### config.mk
export PLATFORM = sky130hd
export DESIGN_NAME = deq_cell
export DESIGN_NICKNAME = d
export VERILOG_FILES = /design/src/sv/deq_pkg.sv /design/src/sv/deq_cell.sv
export SDC_FILE = /design/constraint.sdc
export NUM_CORES = 1
export LEC_CHECK = 0
export CORE_AREA = 8 8 174 176
export CTS_CLUSTER_DIAMETER = 50
export DETAILED_ROUTE_END_ITERATION = 12
export DIE_AREA = 0 0 182 184
export DONT_BUFFER_PORTS = 1
export PLACE_DENSITY = 0.51
export SETUP_SLACK_MARGIN = 0.5
export SYNTH_ARGS = -nofsm -noshare
export SYNTH_HDL_FRONTEND = slang
export SYNTH_SLANG_ARGS = --single-unit
### constraint.sdc
create_clock -name clk -period 16.55 [get_ports clk]
set_input_delay 1.655 -clock clk [delete_from_list [all_inputs] [get_ports clk]]
set_output_delay 1.655 -clock clk [all_outputs]
set_load 0.01 [all_outputs]
### src/sv/deq_pkg.sv
`default_nettype none

package deq_pkg;

  // widths of the channel fields
  localparam int CMD_W       = 3;
  localparam int VAL_FIELD_W = 64;
  localparam int CNT_FIELD_W = 7;
  localparam int STAT_W      = 2;

  // command codes; the two unused codes behave as a query
  typedef enum logic [CMD_W-1:0] {
    CMD_QUERY      = 3'd0,
    CMD_PUSH_FRONT = 3'd1,
    CMD_PUSH_BACK  = 3'd2,
    CMD_POP_FRONT  = 3'd3,
    CMD_POP_BACK   = 3'd4,
    CMD_REVERSE    = 3'd5
  } cmd_t;

  // result status codes
  typedef enum logic [STAT_W-1:0] {
    ST_OK    = 2'd0,
    ST_FULL  = 2'd1,
    ST_EMPTY = 2'd2
  } status_t;

  // what every cell of one chain does in a cycle
  typedef enum logic [1:0] {
    CELL_HOLD = 2'd0,  // keep the entry
    CELL_SHR  = 2'd1,  // take the lower neighbor's entry, cell 0 takes the pushed value
    CELL_SHL  = 2'd2,  // take the upper neighbor's entry
    CELL_PUT  = 2'd3   // the cell at the tail index takes the pushed value
  } cell_op_t;

  // broadcast control for both chains
  typedef struct packed {
    cell_op_t f_op;  // chain with the physical front at cell 0
    cell_op_t b_op;  // chain with the physical back at cell 0
  } cell_ctrl_t;

endpackage

`default_nettype wire

### src/sv/deq_cell.sv
`default_nettype none

module deq_cell
  import deq_pkg::*;
#(
  parameter int VALUE_BITS = 64,
  parameter int CNT_W      = 7,
  parameter int IDX        = 0
) (
  input  wire logic                  clk,
  input  wire cell_ctrl_t            ctrl,
  input  wire logic [CNT_W-1:0]      count,
  input  wire logic [VALUE_BITS-1:0] push_value,
  input  wire logic [VALUE_BITS-1:0] lo_f,
  input  wire logic [VALUE_BITS-1:0] lo_b,
  input  wire logic [VALUE_BITS-1:0] hi_f,
  input  wire logic [VALUE_BITS-1:0] hi_b,
  output logic      [VALUE_BITS-1:0] f_q,
  output logic      [VALUE_BITS-1:0] b_q
);

  logic [VALUE_BITS-1:0] f_r, f_nxt;
  logic [VALUE_BITS-1:0] b_r, b_nxt;
  logic                  at_tail;

  // this cell is the first free slot past the occupied span
  assign at_tail = (count == CNT_W'(IDX));

  // one entry step for a chain
  function automatic logic [VALUE_BITS-1:0] step(
    input cell_op_t              op,
    input logic [VALUE_BITS-1:0] cur,
    input logic [VALUE_BITS-1:0] lo,
    input logic [VALUE_BITS-1:0] hi,
    input logic [VALUE_BITS-1:0] pv,
    input logic                  tail
  );
    logic [VALUE_BITS-1:0] res;
    res = cur;
    case (op)
      CELL_SHR: res = lo;
      CELL_SHL: res = hi;
      CELL_PUT: res = tail ? pv : cur;
      default:  res = cur;
    endcase
    return res;
  endfunction

  // next entries of both chains
  always_comb begin
    f_nxt = step(ctrl.f_op, f_r, lo_f, hi_f, push_value, at_tail);
    b_nxt = step(ctrl.b_op, b_r, lo_b, hi_b, push_value, at_tail);
  end

  // entry registers, no reset
  always_ff @(posedge clk) begin
    f_r <= f_nxt;
    b_r <= b_nxt;
  end

  assign f_q = f_r;
  assign b_q = b_r;

endmodule

`default_nettype wire

==> metrics.txt <==
# TYPE chip_impl_metric gauge
chip_impl_metric{name="detailedRoute.firstIterationViolations",unit=""} 390
chip_impl_metric{name="power.clock.fraction",unit="%"} 42.4
chip_impl_info{name="path_type_of_the_worst_min_delay_path",value="in2reg"} 1
chip_impl_metric{name="cts_buffers",unit=""} 17
chip_impl_metric{name="sequential_element_share_of_the_synthesized_area",unit="%"} 52.9
chip_impl_metric{name="cts_htree_levels",unit=""} 4
chip_impl_metric{name="switching_share",unit="%"} 27.7
chip_impl_metric{name="grt_antenna_before_repair",unit=""} 3
chip_impl_metric{name="layout_worst_path_cycle_share",unit="%"} 22.7
chip_impl_metric{name="grt_overflow",unit=""} 0
chip_impl_metric{name="slew_headroom",unit="%"} 24.3
chip_impl_metric{name="critical_path_peak_fanout",unit=""} 51
chip_impl_metric{name="cell_internal_pwr",unit="mW"} 0.722
chip_impl_info{name="timing.setup.critical_path_class",value="in2reg"} 1
chip_impl_metric{name="coreArea",unit="um2"} 27500
chip_impl_metric{name="buffer_ports.inserted",unit=""} 0
chip_impl_info{name="endpoint_kind",value="flip-flop"} 1
chip_impl_metric{name="static-leakage-power",unit="nW"} 2.48
chip_impl_metric{name="setup-tns-final",unit="ns"} 0
chip_impl_metric{name="wire_length_of_the_first_global_routing_pass",unit="um"} 41500
chip_impl_metric{name="synth.yosys.warnings",unit=""} 0
chip_impl_metric{name="pwr-share-comb",unit="%"} 10.6
chip_impl_metric{name="post_cts_hold_buffer_count",unit=""} 0
chip_impl_metric{name="cts_setup_buffers",unit=""} 0
chip_impl_metric{name="crit_arrival",unit="ns"} 4.02
chip_impl_info{name="cts_tree",value="built"} 1
chip_impl_metric{name="cellPowerDensity",unit="nW/um2"} 124
chip_impl_metric{name="final_cell_count_no_fill",unit=""} 1046
chip_impl_metric{name="setup_violations",unit=""} 0
chip_impl_metric{name="wl",unit="um"} 29700
chip_impl_metric{name="areaGrowthSynthToFinish",unit="%"} 10.9
chip_impl_metric{name="gp_congestion",unit=""} 0.818
chip_impl_metric{name="detailed_place_hpwl",unit="um"} 21600
chip_impl_metric{name="synth_seq_cells",unit=""} 128
chip_impl_metric{name="die_area",unit="um2"} 33500
chip_impl_metric{name="worst_setup_hold_path_clk_slew",unit="ns"} 0.07
chip_impl_info{name="outcome",value="complete, no violations"} 1
chip_impl_metric{name="worst-slew-pin-transition",unit="ns"} 1.13
chip_impl_metric{name="number_of_nets_with_antenna_violations_after_routing",unit=""} 0
chip_impl_metric{name="required",unit="ns"} 16.81
chip_impl_metric{name="postSynthAreaPerCell",unit="um2"} 9.96
chip_impl_metric{name="post_synth_num_cell_types",unit=""} 22
chip_impl_info{name="cts-root-buf",value="clkbuf_16"} 1
chip_impl_metric{name="grt_usage",unit="%"} 16.7
chip_impl_metric{name="grt_util_met1",unit="%"} 18.9
chip_impl_metric{name="max_cap_violations",unit=""} 0
chip_impl_info{name="unrepaired_setup_endpoints_after_global_routing",value="no"} 1
chip_impl_info{name="netlist_top_cells_area",value="edfxtp_1, a21oi_1, a311oi_1"} 1
chip_impl_metric{name="grt_start_max_net_pins",unit=""} 89
chip_impl_metric{name="max_clock_freq",unit="MHz"} 266
chip_impl_info{name="cell_type_contributing_the_most_total_cell_area_after_synthesis",value="edfxtp_1"} 1
chip_impl_metric{name="maximum_clock_insertion_buffer_count",unit=""} 2
chip_impl_metric{name="post-route-min-period",unit="ns"} 3.76
chip_impl_metric{name="finalMaxSlewViolations",unit=""} 0
chip_impl_metric{name="switching_power",unit="mW"} 0.277
chip_impl_metric{name="floorplan.initialDensity",unit="%"} 26.5
chip_impl_metric{name="fin_util",unit="%"} 29.3
chip_impl_metric{name="report.final.hold_viol_count",unit=""} 0
chip_impl_metric{name="worst_hold_slack",unit="ns"} 1.47
chip_impl_metric{name="tritoncts_num_sinks",unit=""} 128
chip_impl_metric{name="synthDominantCellAreaShare",unit="%"} 52.9
chip_impl_metric{name="power_frac_seq",unit="%"} 47.0
chip_impl_metric{name="fp.dieW",unit="um"} 182
chip_impl_metric{name="cts_resized",unit=""} 0
chip_impl_metric{name="postSynthCellCount",unit=""} 730
chip_impl_info{name="setup.worst_path.start_class",value="primary input"} 1
chip_impl_metric{name="met2_usage",unit="%"} 27.7
chip_impl_metric{name="detailedRoute.firstPassIterationCount",unit=""} 5
chip_impl_metric{name="routedWlPerCell",unit="um"} 28.4
chip_impl_metric{name="grt_pass1_vias",unit=""} 5875
chip_impl_metric{name="nNetsFinal",unit=""} 1022
chip_impl_metric{name="drc",unit=""} 0
chip_impl_info{name="layout.cells.most_common",value="a21oi_1"} 1
chip_impl_metric{name="post_route_cells_drive_above_1_share",unit="%"} 9.47
chip_impl_metric{name="rows",unit=""} 61
chip_impl_info{name="commonest_cells_after_routing_fill_and_taps_aside",value="a21oi_1, edfxtp_1, nor2b_1, a311oi_1, nand2_1"} 1
chip_impl_metric{name="worst_case_vdd_ir_drop",unit="V"} 0.0000532
chip_impl_metric{name="synth_fp_nets",unit=""} 1068
chip_impl_metric{name="dp.cells",unit=""} 1011
chip_impl_metric{name="route.detailed.vias_per_inst",unit=""} 5.70
chip_impl_metric{name="grtUsageMet3",unit="%"} 7.63
chip_impl_metric{name="number_of_primary_i_o_pins",unit=""} 460
chip_impl_info{name="grt-busiest-layer",value="met2"} 1
chip_impl_metric{name="routed-via-count",unit=""} 5962
chip_impl_metric{name="netlist_area",unit="um2"} 7270
chip_impl_metric{name="chipHeight",unit="um"} 184
worst paths after layout:
kind              startpoint      end  slack, ns  cells past startpoint
setup / recovery     ctrl[0]  b_q[13]      12.79                      5
hold / removal       lo_b[4]   b_q[4]       1.47                      2
flip-flops by register name (all words and copies together) (netlist names):
name  count
b_q      64
f_q      64
synthesized netlist by cell type (all sizes together):
cell type / number
ha: 6
nand3: 2
nor2b: 77
nand2b: 1
buf: 38
nor2: 51
a21oi: 205
inv: 3
clkbuf: 35
nor4: 1
nand2: 51
o21ai: 53
or2: 1
a311oi: 77
nor3: 1
edfxtp: 128
worst max-delay path, stage by stage:
cell and delay [ns]:
inv_1 0.04, ha_1 0.78, nand2b_2 0.98, o21ai_0 0.24
a21oi_1 0.23
power groups by stage:
| stage | Sequential, mW | Combinational [mW] | Clock, mW |
|---|---|---|---|
| 4_1_cts | 0.473 | 0.107 | 0.436 |
| 3_5_place_dp | 0.478 | 0.107 | 0 |
| 6_report | 0.470 | 0.106 | 0.423 |
| 3_3_place_gp | 0.480 | 0.105 | 0 |
| 2_1_floorplan | 0.465 | 0.0834 | 0 |
| 5_1_grt | 0.475 | 0.119 | 0.446 |
cell type report:
| class | instances | area (um2) |
|---|---|---|
| antenna | 3 | 7.51 |
| clock buffer | 17 | 425 |
| clock inverter | 15 | 214 |
| fill | 2858 | 19400 |
| inverter | 3 | 11.3 |
| multi-input combinational | 526 | 3060 |
| sequential | 128 | 3840 |
| tap | 346 | 433 |
| timing repair buffer | 8 | 60.1 |
metal layers:
| layer | routed length, um | vias to the layer above |
|---|---|---|
| met2 | 14500 | 390 |
| met4 | 503 | 0 |
| met5 | 0 | - |
| li1 | - | 2676 |
| met3 | 3520 | 29 |
| met1 | 11200 | 2867 |
logic make-up after synthesis:
family | Yosys count | share of synthesized area (%)
flip-flops | 128 | 52.9
AO/OA/AOI/OAI | 335 | 27.0
buffers and inverters | 76 | 5.96
adder cells (fa/ha/maj) | 6 | 1.03
AND/OR/NAND/NOR | 185 | 13.1
metrics by stage:
step	instance area (um2)	setup WS, ns	total power, mW
4_1_cts	8050	12.80	1.02
3_3_place_gp	7410	12.40	0.584
5_1_grt	8060	12.57	1.04
3_5_place_dp	7410	12.36	0.586
2_1_floorplan	7270	9.14	0.549
6_report	8060	12.79	0.999
Power figures use the tool's default switching activity.
