## config.mk

```make
export PLATFORM = sky130hd
export DESIGN_NAME = deq_ctrl
export DESIGN_NICKNAME = d
export VERILOG_FILES = /design/src/sv/deq_pkg.sv /design/src/sv/deq_ctrl.sv
export SDC_FILE = /design/constraint.sdc
export NUM_CORES = 1
export LEC_CHECK = 0
export BUFFER_PORTS_ARGS = -buffer_cell sky130_fd_sc_hd__clkbuf_2
export CAP_MARGIN = 15
export CORE_MARGIN = 8
export CORE_UTILIZATION = 53
export DETAILED_ROUTE_END_ITERATION = 7
export GPL_TIMING_DRIVEN = 0
export PLACE_DENSITY = 0.8
export SETUP_SLACK_MARGIN = 0.02
export SLEW_MARGIN = 20
export SYNTH_ARGS = -nofsm -noshare
export SYNTH_HDL_FRONTEND = slang
export SYNTH_SLANG_ARGS = --single-unit
```

## constraint.sdc

```tcl
create_clock -name clk -period 2.9 [get_ports clk]
set_clock_uncertainty 0.05 [all_clocks]
set_input_delay 0.145 -clock clk [delete_from_list [all_inputs] [get_ports clk]]
set_output_delay 0.145 -clock clk [all_outputs]
set_load 0.05 [all_outputs]
```

## src/sv/deq_pkg.sv

```systemverilog
`default_nettype none

package deq_pkg;

  // widths of the channel fields
  localparam int CMD_W       = 3;
  localparam int VAL_FIELD_W = 64;
  localparam int CNT_FIELD_W = 7;
  localparam int STAT_W      = 2;

  // command codes; the two unused codes behave as a query
  typedef enum logic [CMD_W-1:0] {
    CMD_QUERY      = 3'd0,
    CMD_PUSH_FRONT = 3'd1,
    CMD_PUSH_BACK  = 3'd2,
    CMD_POP_FRONT  = 3'd3,
    CMD_POP_BACK   = 3'd4,
    CMD_REVERSE    = 3'd5
  } cmd_t;

  // result status codes
  typedef enum logic [STAT_W-1:0] {
    ST_OK    = 2'd0,
    ST_FULL  = 2'd1,
    ST_EMPTY = 2'd2
  } status_t;

  // what every cell of one chain does in a cycle
  typedef enum logic [1:0] {
    CELL_HOLD = 2'd0,  // keep the entry
    CELL_SHR  = 2'd1,  // take the lower neighbor's entry, cell 0 takes the pushed value
    CELL_SHL  = 2'd2,  // take the upper neighbor's entry
    CELL_PUT  = 2'd3   // the cell at the tail index takes the pushed value
  } cell_op_t;

  // broadcast control for both chains
  typedef struct packed {
    cell_op_t f_op;  // chain with the physical front at cell 0
    cell_op_t b_op;  // chain with the physical back at cell 0
  } cell_ctrl_t;

endpackage

`default_nettype wire

```

## src/sv/deq_ctrl.sv

```systemverilog
`default_nettype none

module deq_ctrl
  import deq_pkg::*;
#(
  parameter  int DEPTH = 64,
  localparam int CNT_W = $clog2(DEPTH + 1)
) (
  input  wire logic             clk,
  input  wire logic             rst_n,
  input  wire logic             accept,
  input  wire logic [CMD_W-1:0] command,
  output cell_ctrl_t            ctrl,
  output logic      [CNT_W-1:0] count,
  output logic                  reversed,
  output status_t               status
);

  logic [CNT_W-1:0] count_r, count_nxt;
  logic             rev_r, rev_nxt;
  status_t          status_r, status_nxt;
  logic             full, empty, phys_front;
  cmd_t             cmd;

  assign cmd   = cmd_t'(command);
  assign full  = (count_r == CNT_W'(DEPTH));
  assign empty = (count_r == '0);

  // decode one command into chain operations and the new count and orientation
  always_comb begin
    count_nxt   = count_r;
    rev_nxt     = rev_r;
    status_nxt  = status_r;
    ctrl.f_op   = CELL_HOLD;
    ctrl.b_op   = CELL_HOLD;
    phys_front  = 1'b0;
    if (accept) begin
      status_nxt = ST_OK;
      case (cmd)
        CMD_PUSH_FRONT, CMD_PUSH_BACK: begin
          phys_front = (cmd == CMD_PUSH_FRONT) != rev_r;
          if (full) begin
            status_nxt = ST_FULL;
          end else begin
            ctrl.f_op = phys_front ? CELL_SHR : CELL_PUT;
            ctrl.b_op = phys_front ? CELL_PUT : CELL_SHR;
            count_nxt = count_r + 1'b1;
          end
        end
        CMD_POP_FRONT, CMD_POP_BACK: begin
          phys_front = (cmd == CMD_POP_FRONT) != rev_r;
          if (empty) begin
            status_nxt = ST_EMPTY;
          end else begin
            ctrl.f_op = phys_front ? CELL_SHL : CELL_HOLD;
            ctrl.b_op = phys_front ? CELL_HOLD : CELL_SHL;
            count_nxt = count_r - 1'b1;
          end
        end
        CMD_REVERSE: begin
          rev_nxt = !rev_r;
        end
        default: begin
        end
      endcase
    end
  end

  // span and orientation registers
  always_ff @(posedge clk) begin
    if (!rst_n) begin
      count_r  <= '0;
      rev_r    <= 1'b0;
      status_r <= ST_OK;
    end else begin
      count_r  <= count_nxt;
      rev_r    <= rev_nxt;
      status_r <= status_nxt;
    end
  end

  assign count    = count_r;
  assign reversed = rev_r;
  assign status   = status_r;

endmodule

`default_nettype wire

```

==> impl_metrics.env, run 1 <==
export IMPL_timing_final_crit_share_pct=84.9
export IMPL_start_util_pct=53.9
export IMPL_critPathMaxStageDelay_ns=0.48
export IMPL_grt_max_degree=11
export IMPL_via_count=825
export IMPL_clk_path_buf_depth=2
export IMPL_critPathRequiredTime_ns=3.06
export IMPL_place_inst=141
export IMPL_antenna_found_initial=0
export IMPL_synthAdderAreaFrac_pct=10.6
export IMPL_synth_avg_cell_area_um2=8.50
export IMPL_clk_pin_slew_worst_paths_ns=0.08
export IMPL_cellPowerDensity_nw_per_um2=459
export IMPL_vdd_drop_max_v=0.000412
export IMPL_first_iter_violations=16
export IMPL_io_buffers=18
export IMPL_htreeDepth=1
export IMPL_worst_slew_pin_slew_ns=0.494
export IMPL_cp_slowest_cell="fa_1"
export IMPL_synth_warnings=0
export IMPL_use_met1_pct=15.3
export IMPL_synthMuxAreaShare_pct=11.1
export IMPL_p_leak_nw=0.485
export IMPL_cts_buffers=3
export IMPL_synth_enable_flop_cells=0
export IMPL_start_kind="input port"
export IMPL_cap_violations=0
export IMPL_netlist_area_leader_share_pct=22.2
export IMPL_coreArea_um2=1670
export IMPL_postPlaceCellArea_um2=1010
export IMPL_postSynth_asyncResetShare_pct=0
export IMPL_synth_compound_area_share_pct=20.6
export IMPL_ant_nets=0
export IMPL_synth_area_leaders="dfxtp_1 (22%), mux2i_1 (11%), ha_1 (8.3%)"
export IMPL_clk_latency_ns=0.28
export IMPL_core_rowCount=15
export IMPL_routed_wl_mm=2.00
export IMPL_gr_total_overflow=0
export IMPL_dp_slack_ns=0.180
export IMPL_switching_share_pct=39.6
export IMPL_hold_ws_ns=0.0632
export IMPL_pin_count=20
export IMPL_grt_pass1_wl_mm=3.34
export IMPL_fin_ws_ns=0.439
export IMPL_slew_headroom_pct=67.0
export IMPL_hold_class="in2reg"
export IMPL_synth_simple_area_share_pct=26.8
export IMPL_p_sw_mw=0.191
export IMPL_cts_sinks=10
export IMPL_drv_slew=0
export IMPL_drive_above_1_share_pct=24.2
export IMPL_ctsResizeCount=0
export IMPL_ys_types=38
export IMPL_hold_buffers=0
export IMPL_finalCriticalPeriod_ns=2.46
export IMPL_setup_tns_ns=0
export IMPL_internal_power_mw=0.291
export IMPL_grt_usage_pct=12.6
export IMPL_setup_violations=0
export IMPL_ys_seq_area_share_pct=22.2
export IMPL_cp_max_fo=8
export IMPL_met3_usage_pct=3.14
export IMPL_cts_setup_buffers=0
export IMPL_finalHoldViolations=0
export IMPL_nets=142
export IMPL_dp_hpwl_mm=1.55
export IMPL_crit_chain="clkbuf_2 -> and3b_1 -> nor2_2 -> inv_1 -> fa_1 -> a211oi_1 -> nor3_1 -> a2111o_1 -> a21oi_1 -> mux2i_1"
export IMPL_max_freq_ghz=0.406
export IMPL_seqPwrFrac_pct=32.9
export IMPL_critical_path_top_delay_family="compound AO/OA/AOI/OAI gates"
export IMPL_area_delta_synth_final_pct=16.4
export IMPL_avgRoutedWirePerCell_um=13.8
export IMPL_crit_type="in2reg"
export IMPL_root_buffer="clkbuf_4"
export IMPL_syn_inst=106
export IMPL_synth_area_leader_cell="dfxtp_1"
export IMPL_first_global_vias=777
export IMPL_synth_top_family_by_area="simple AND/OR/NAND/NOR gates"
export IMPL_rsz0062_at_grt="no"
export IMPL_cts_tree="yes"
export IMPL_synth_nets=119
export IMPL_die_area_um2=3270
export IMPL_crit_path_end_kind="flip-flop"
export IMPL_synth_seq_cells=10
export IMPL_crit_arrival_ns=2.62
export IMPL_path_buf_inv=2
export IMPL_drcViolationCount=0
export IMPL_vias_per_cell=5.69
export IMPL_pwr_share_comb_pct=39.6
export IMPL_n_antenna_cell=0
export IMPL_clkPwrFrac_pct=27.4
export IMPL_met2_usage_pct=20.5
export IMPL_drt_first_pass_iters=4
export IMPL_syn_area_um2=901
export IMPL_die_height_um=57.2
export IMPL_stdcell_area_um2=1050
export IMPL_die_w_um=57.2
export IMPL_synthXorXnorAreaFrac_pct=4.86
export IMPL_stdcell_count=145
export IMPL_grt_busiest_layer="met2"
export IMPL_gp_congestion=0.823
export IMPL_status="finished clean"
export IMPL_ys_flop_type="dfxtp_1"
==> cell usage in the layout (no fill, tap or decap), drive strengths merged, types with 4 or more instances in the layout <==
cell type   n
ha          6
dfxtp      10
nor2        8
o21ai       5
clkbuf     25
nor2b       8
mux2i      10
nand2       6
nor3        4
and2        4
a21oi       5
xnor2       4
==> logic make-up after synthesis <==
group,Yosys count
simple gates,41
compound gates,25
mux,10
flops,10
buf+inv,8
fa+ha+maj,7
xor+xnor,5
==> tightest hold or removal path: cells and delay by family <==
family        cells  cell delay, ns
buf+inv           1            0.09
mux               1            0.06
simple gates      1            0.06
==> power by group through the flow <==
stage,registers [mW],clock network (mW),logic (mW)
2_1_floorplan,0.192,0,0.120
3_3_place_gp,0.162,0,0.185
3_5_place_dp,0.162,0,0.189
4_1_cts,0.159,0.135,0.191
5_1_grt,0.160,0.140,0.208
6_report,0.159,0.132,0.191
==> synthesized netlist by cell type (all sizes together), types with 4 or more instances <==
cell type	n
a21oi	5
and2	4
dfxtp	10
ha	6
mux2i	10
nand2	6
nor2	8
nor2b	8
nor3	4
o21ai	5
xnor2	4
==> routing by layer <==
metal | vias up | share of wire (%)
met5 | - | 0
met4 | 0 | 1.2
met3 | 5 | 4.6
met2 | 17 | 49
met1 | 374 | 46
li1 | 429 | -
==> sequential cells by signal, summed over array words and instances, names as in the netlist <==
register  flops
reversed      1
status        2
count         7
==> area by class of cell <==
type / instances / area (um^2)
Timing Repair Buffer: 18 / 90.1
Inverter: 3 / 11.3
Multi-Input combinational cell: 88 / 666
Tap cell: 17 / 21.3
Buffer: 5 / 23.8
Fill cell: 147 / 622
Clock buffer: 4 / 36.3
Sequential cell: 10 / 200
==> final timing paths <==
check / slack (ns) / endpoint / cells past startpoint / start
worst max-delay path: 0.44 / count[6] / 10 / command[2]
worst min-delay path: 0.06 / count[6] / 3 / rst_n
worst max register to register: 0.73 / count[6] / 6 / count[0]
worst min register to register: 0.46 / count[5] / 2 / count[5]
==> per-stage QoR <==
stage          utilization (%)  total power [mW]
2_1_floorplan                -             0.312
3_3_place_gp              60.6             0.346
3_5_place_dp              60.6             0.351
4_1_cts                   62.8             0.484
5_1_grt                   62.8             0.508
6_report                  62.8             0.482
(Power assumes the default switching activity.)
==> run 2, diff against run 1 <==
--- a/config.mk
+++ b/config.mk
@@ -5,13 +5,14 @@
 export SDC_FILE = /design/constraint.sdc
 export NUM_CORES = 1
 export LEC_CHECK = 0
+export ABC_AREA = 1
 export BUFFER_PORTS_ARGS = -buffer_cell sky130_fd_sc_hd__clkbuf_2
 export CAP_MARGIN = 15
 export CORE_MARGIN = 8
-export CORE_UTILIZATION = 53
+export CORE_UTILIZATION = 48
 export DETAILED_ROUTE_END_ITERATION = 7
 export GPL_TIMING_DRIVEN = 0
-export PLACE_DENSITY = 0.8
+export PLACE_DENSITY = 0.76
 export SETUP_SLACK_MARGIN = 0.02
 export SLEW_MARGIN = 20
 export SYNTH_ARGS = -nofsm -noshare
==> constraint.sdc (replaced) <==
create_clock -name clk -period 2.2 [get_ports clk]
set_clock_uncertainty 0.05 [all_clocks]
set_input_delay 0.11 -clock clk [delete_from_list [all_inputs] [get_ports clk]]
set_output_delay 0.11 -clock clk [all_outputs]
set_load 0.05 [all_outputs]
==> impl_metrics.env, run 2 <==
export IMPL_synth_enable_flop_cells=0
export IMPL_gp_congestion=0.826
export IMPL_nets=191
export IMPL_die_w_um=61.4
export IMPL_largest_reg_flops=7
export IMPL_final_common_cell="nand2_1"
export IMPL_cts_setup_buffers=0
export IMPL_finalHoldViolations=0
export IMPL_wl_met3_um=116
export IMPL_fillers=213
export IMPL_ctsResizeCount=0
export IMPL_grt_max_degree=13
export IMPL_avgRoutedWirePerCell_um=10.8
export IMPL_clk_latency_ns=0.27
export IMPL_ys_top_cells_by_count="nand2_1 (43), inv_1 (20), nor2_1 (12)"
export IMPL_synth_avg_cell_area_um2=6.38
export IMPL_max_freq_ghz=0.555
export IMPL_grt_usage_pct=12.6
export IMPL_io_buffers=18
export IMPL_synth_area_leader_cell="dfxtp_1"
export IMPL_syn_area_um2=988
export IMPL_timing_final_crit_share_pct=81.9
export IMPL_p_sw_mw=0.294
export IMPL_routed_wl_mm=2.20
export IMPL_cap_violations=0
export IMPL_critPathRequiredTime_ns=2.04
export IMPL_clk_path_buf_depth=2
export IMPL_seqCellArea_um2=200
export IMPL_netlist_area_leader_share_pct=20.3
export IMPL_ys_seq_area_share_pct=20.3
export IMPL_syn_inst=155
export IMPL_cellPowerDensity_nw_per_um2=593
export IMPL_ys_types=22
export IMPL_synth_seq_cells=10
export IMPL_dp_slack_ns=0.294
export IMPL_synth_warnings=0
export IMPL_ant_nets=0
export IMPL_yosysMostFrequentCell="nand2_1"
export IMPL_met1_length_um=967
export IMPL_root_buffer="clkbuf_4"
export IMPL_drive_above_1_share_pct=32.8
export IMPL_cp_max_fo=6
export IMPL_postSynth_asyncResetShare_pct=0
export IMPL_setup_tns_ns=0
export IMPL_slew_headroom_pct=81.1
export IMPL_drv_slew=0
export IMPL_crit_path_end_kind="primary output"
export IMPL_wl_met2_mm=1.10
export IMPL_n_antenna_cell=0
export IMPL_startpoint="count[0]"
export IMPL_final_cell_mix="nand2_1 (43), inv_1 (20), clkbuf_2 (18)"
export IMPL_drcViolationCount=0
export IMPL_clk_pin_slew_worst_paths_ns=0.07
export IMPL_hold_class="in2reg"
export IMPL_finalCriticalPeriod_ns=1.80
export IMPL_internal_power_mw=0.391
export IMPL_antenna_found_initial=0
export IMPL_vdd_drop_max_v=0.000451
export IMPL_clkPwrFrac_pct=24.8
export IMPL_first_iter_violations=25
export IMPL_gr_total_overflow=0
export IMPL_coreArea_um2=1960
export IMPL_grt_pass1_wl_mm=3.71
export IMPL_via_count=997
export IMPL_cts_tree="yes"
export IMPL_area_delta_synth_final_pct=16.7
export IMPL_pin_count=20
export IMPL_rsz0062_at_grt="no"
export IMPL_cts_buffers=3
export IMPL_multiInputGateArea_um2=677
export IMPL_r2r_start="count[2]"
export IMPL_die_area_um2=3770
export IMPL_hp_start="rst_n"
export IMPL_first_global_vias=893
export IMPL_power_total_mw=0.684
export IMPL_start_kind="flip-flop"
export IMPL_switching_share_pct=42.9
export IMPL_dp_hpwl_mm=1.78
export IMPL_synth_area_leaders="dfxtp_1 (20%), nand2_1 (16%), ha_1 (7.6%)"
export IMPL_die_height_um=61.4
export IMPL_htreeDepth=1
export IMPL_cts_sinks=10
export IMPL_synth_nets=168
export IMPL_top_layer="met4"
export IMPL_hold_buffers=0
export IMPL_drt_first_pass_iters=4
export IMPL_status="finished clean"
export IMPL_p_leak_nw=0.630
export IMPL_seqPwrFrac_pct=31.3
export IMPL_vias_per_cell=4.89
export IMPL_pwr_share_comb_pct=43.9
export IMPL_start_util_pct=50.4
export IMPL_crit_type="reg2out"
export IMPL_ys_flop_type="dfxtp_1"
export IMPL_setup_violations=0
export IMPL_worst_slew_pin_slew_ns=0.285
export IMPL_fin_ws_ns=0.397
export IMPL_core_rowCount=16
export IMPL_crit_arrival_ns=1.64
[run 2: changes by cell type after synthesis, sizes merged, moves of 8 or more]
cell,previous run,this run
nor2,8,23
nand2,6,56
mux2i,10,0
inv,3,23
nor2b,8,0
nand3,1,9
[run 2: cell families (layout without fill, tap and decap cells)]
group | Yosys count | count (layout) | share of synthesized area, %
xor+xnor | 3 | 3 | 2.66
buf+inv | 26 | 48 | 11.8
simple gates | 98 | 98 | 49.0
flops | 10 | 10 | 20.3
compound gates | 11 | 11 | 6.71
fa+ha+maj | 7 | 7 | 9.62
[run 2: worst paths after layout]
path	to	slack [ns]	depth (start not counted)
worst min register to register	status[0]	0.49	2
worst max-delay path	ctrl[3]	0.40	7
worst min-delay path	count[0]	0.04	3
worst max register to register	count[5]	0.60	8
[run 2: worst max-delay path: stages, from the launching register on]
cell and delay, ns:
dfxtp_1 0.45, nor2_1 0.07, nand2_1 0.12, nor2_2 0.06
nor2_1 0.15, nand2_1 0.07, a21oi_1 0.16, clkbuf_2 0.30
[run 2: area by class of cell]
type	instances	share of cell area [%]
plain buffers	3	2.60
clock buffers	4	3.15
well taps	27	2.93
repair buffers	18	7.81
inverters	23	7.48
flip-flops and latches	10	17.4
multi-input cells	119	58.7
[run 2: metrics by stage]
step	utilization, %	area, um^2	hold slack, ns	cells
after floorplan	-	993	0.153	155
after global placement	57.0	1120	0.318	200
after detailed placement	57.0	1120	0.324	200
after CTS	58.8	1150	0.0356	204
after global routing	58.8	1150	0.0465	204
final	58.8	1150	0.0414	204
[run 2: layer usage]
metal	GRT usage [%]	vias to the layer above
li1	-	525
met1	15.0	455
met4	2.27	0
met5	0	-
met3	4.80	2
met2	21.0	15
[run 2: power by group through the flow]
stage / clock (mW) / combinational [mW] / sequential, mW
2_1_floorplan: 0 / 0.193 / 0.266
3_3_place_gp: 0 / 0.294 / 0.217
3_5_place_dp: 0 / 0.301 / 0.219
4_1_cts: 0.175 / 0.303 / 0.214
5_1_grt: 0.180 / 0.335 / 0.217
6_report: 0.170 / 0.301 / 0.214
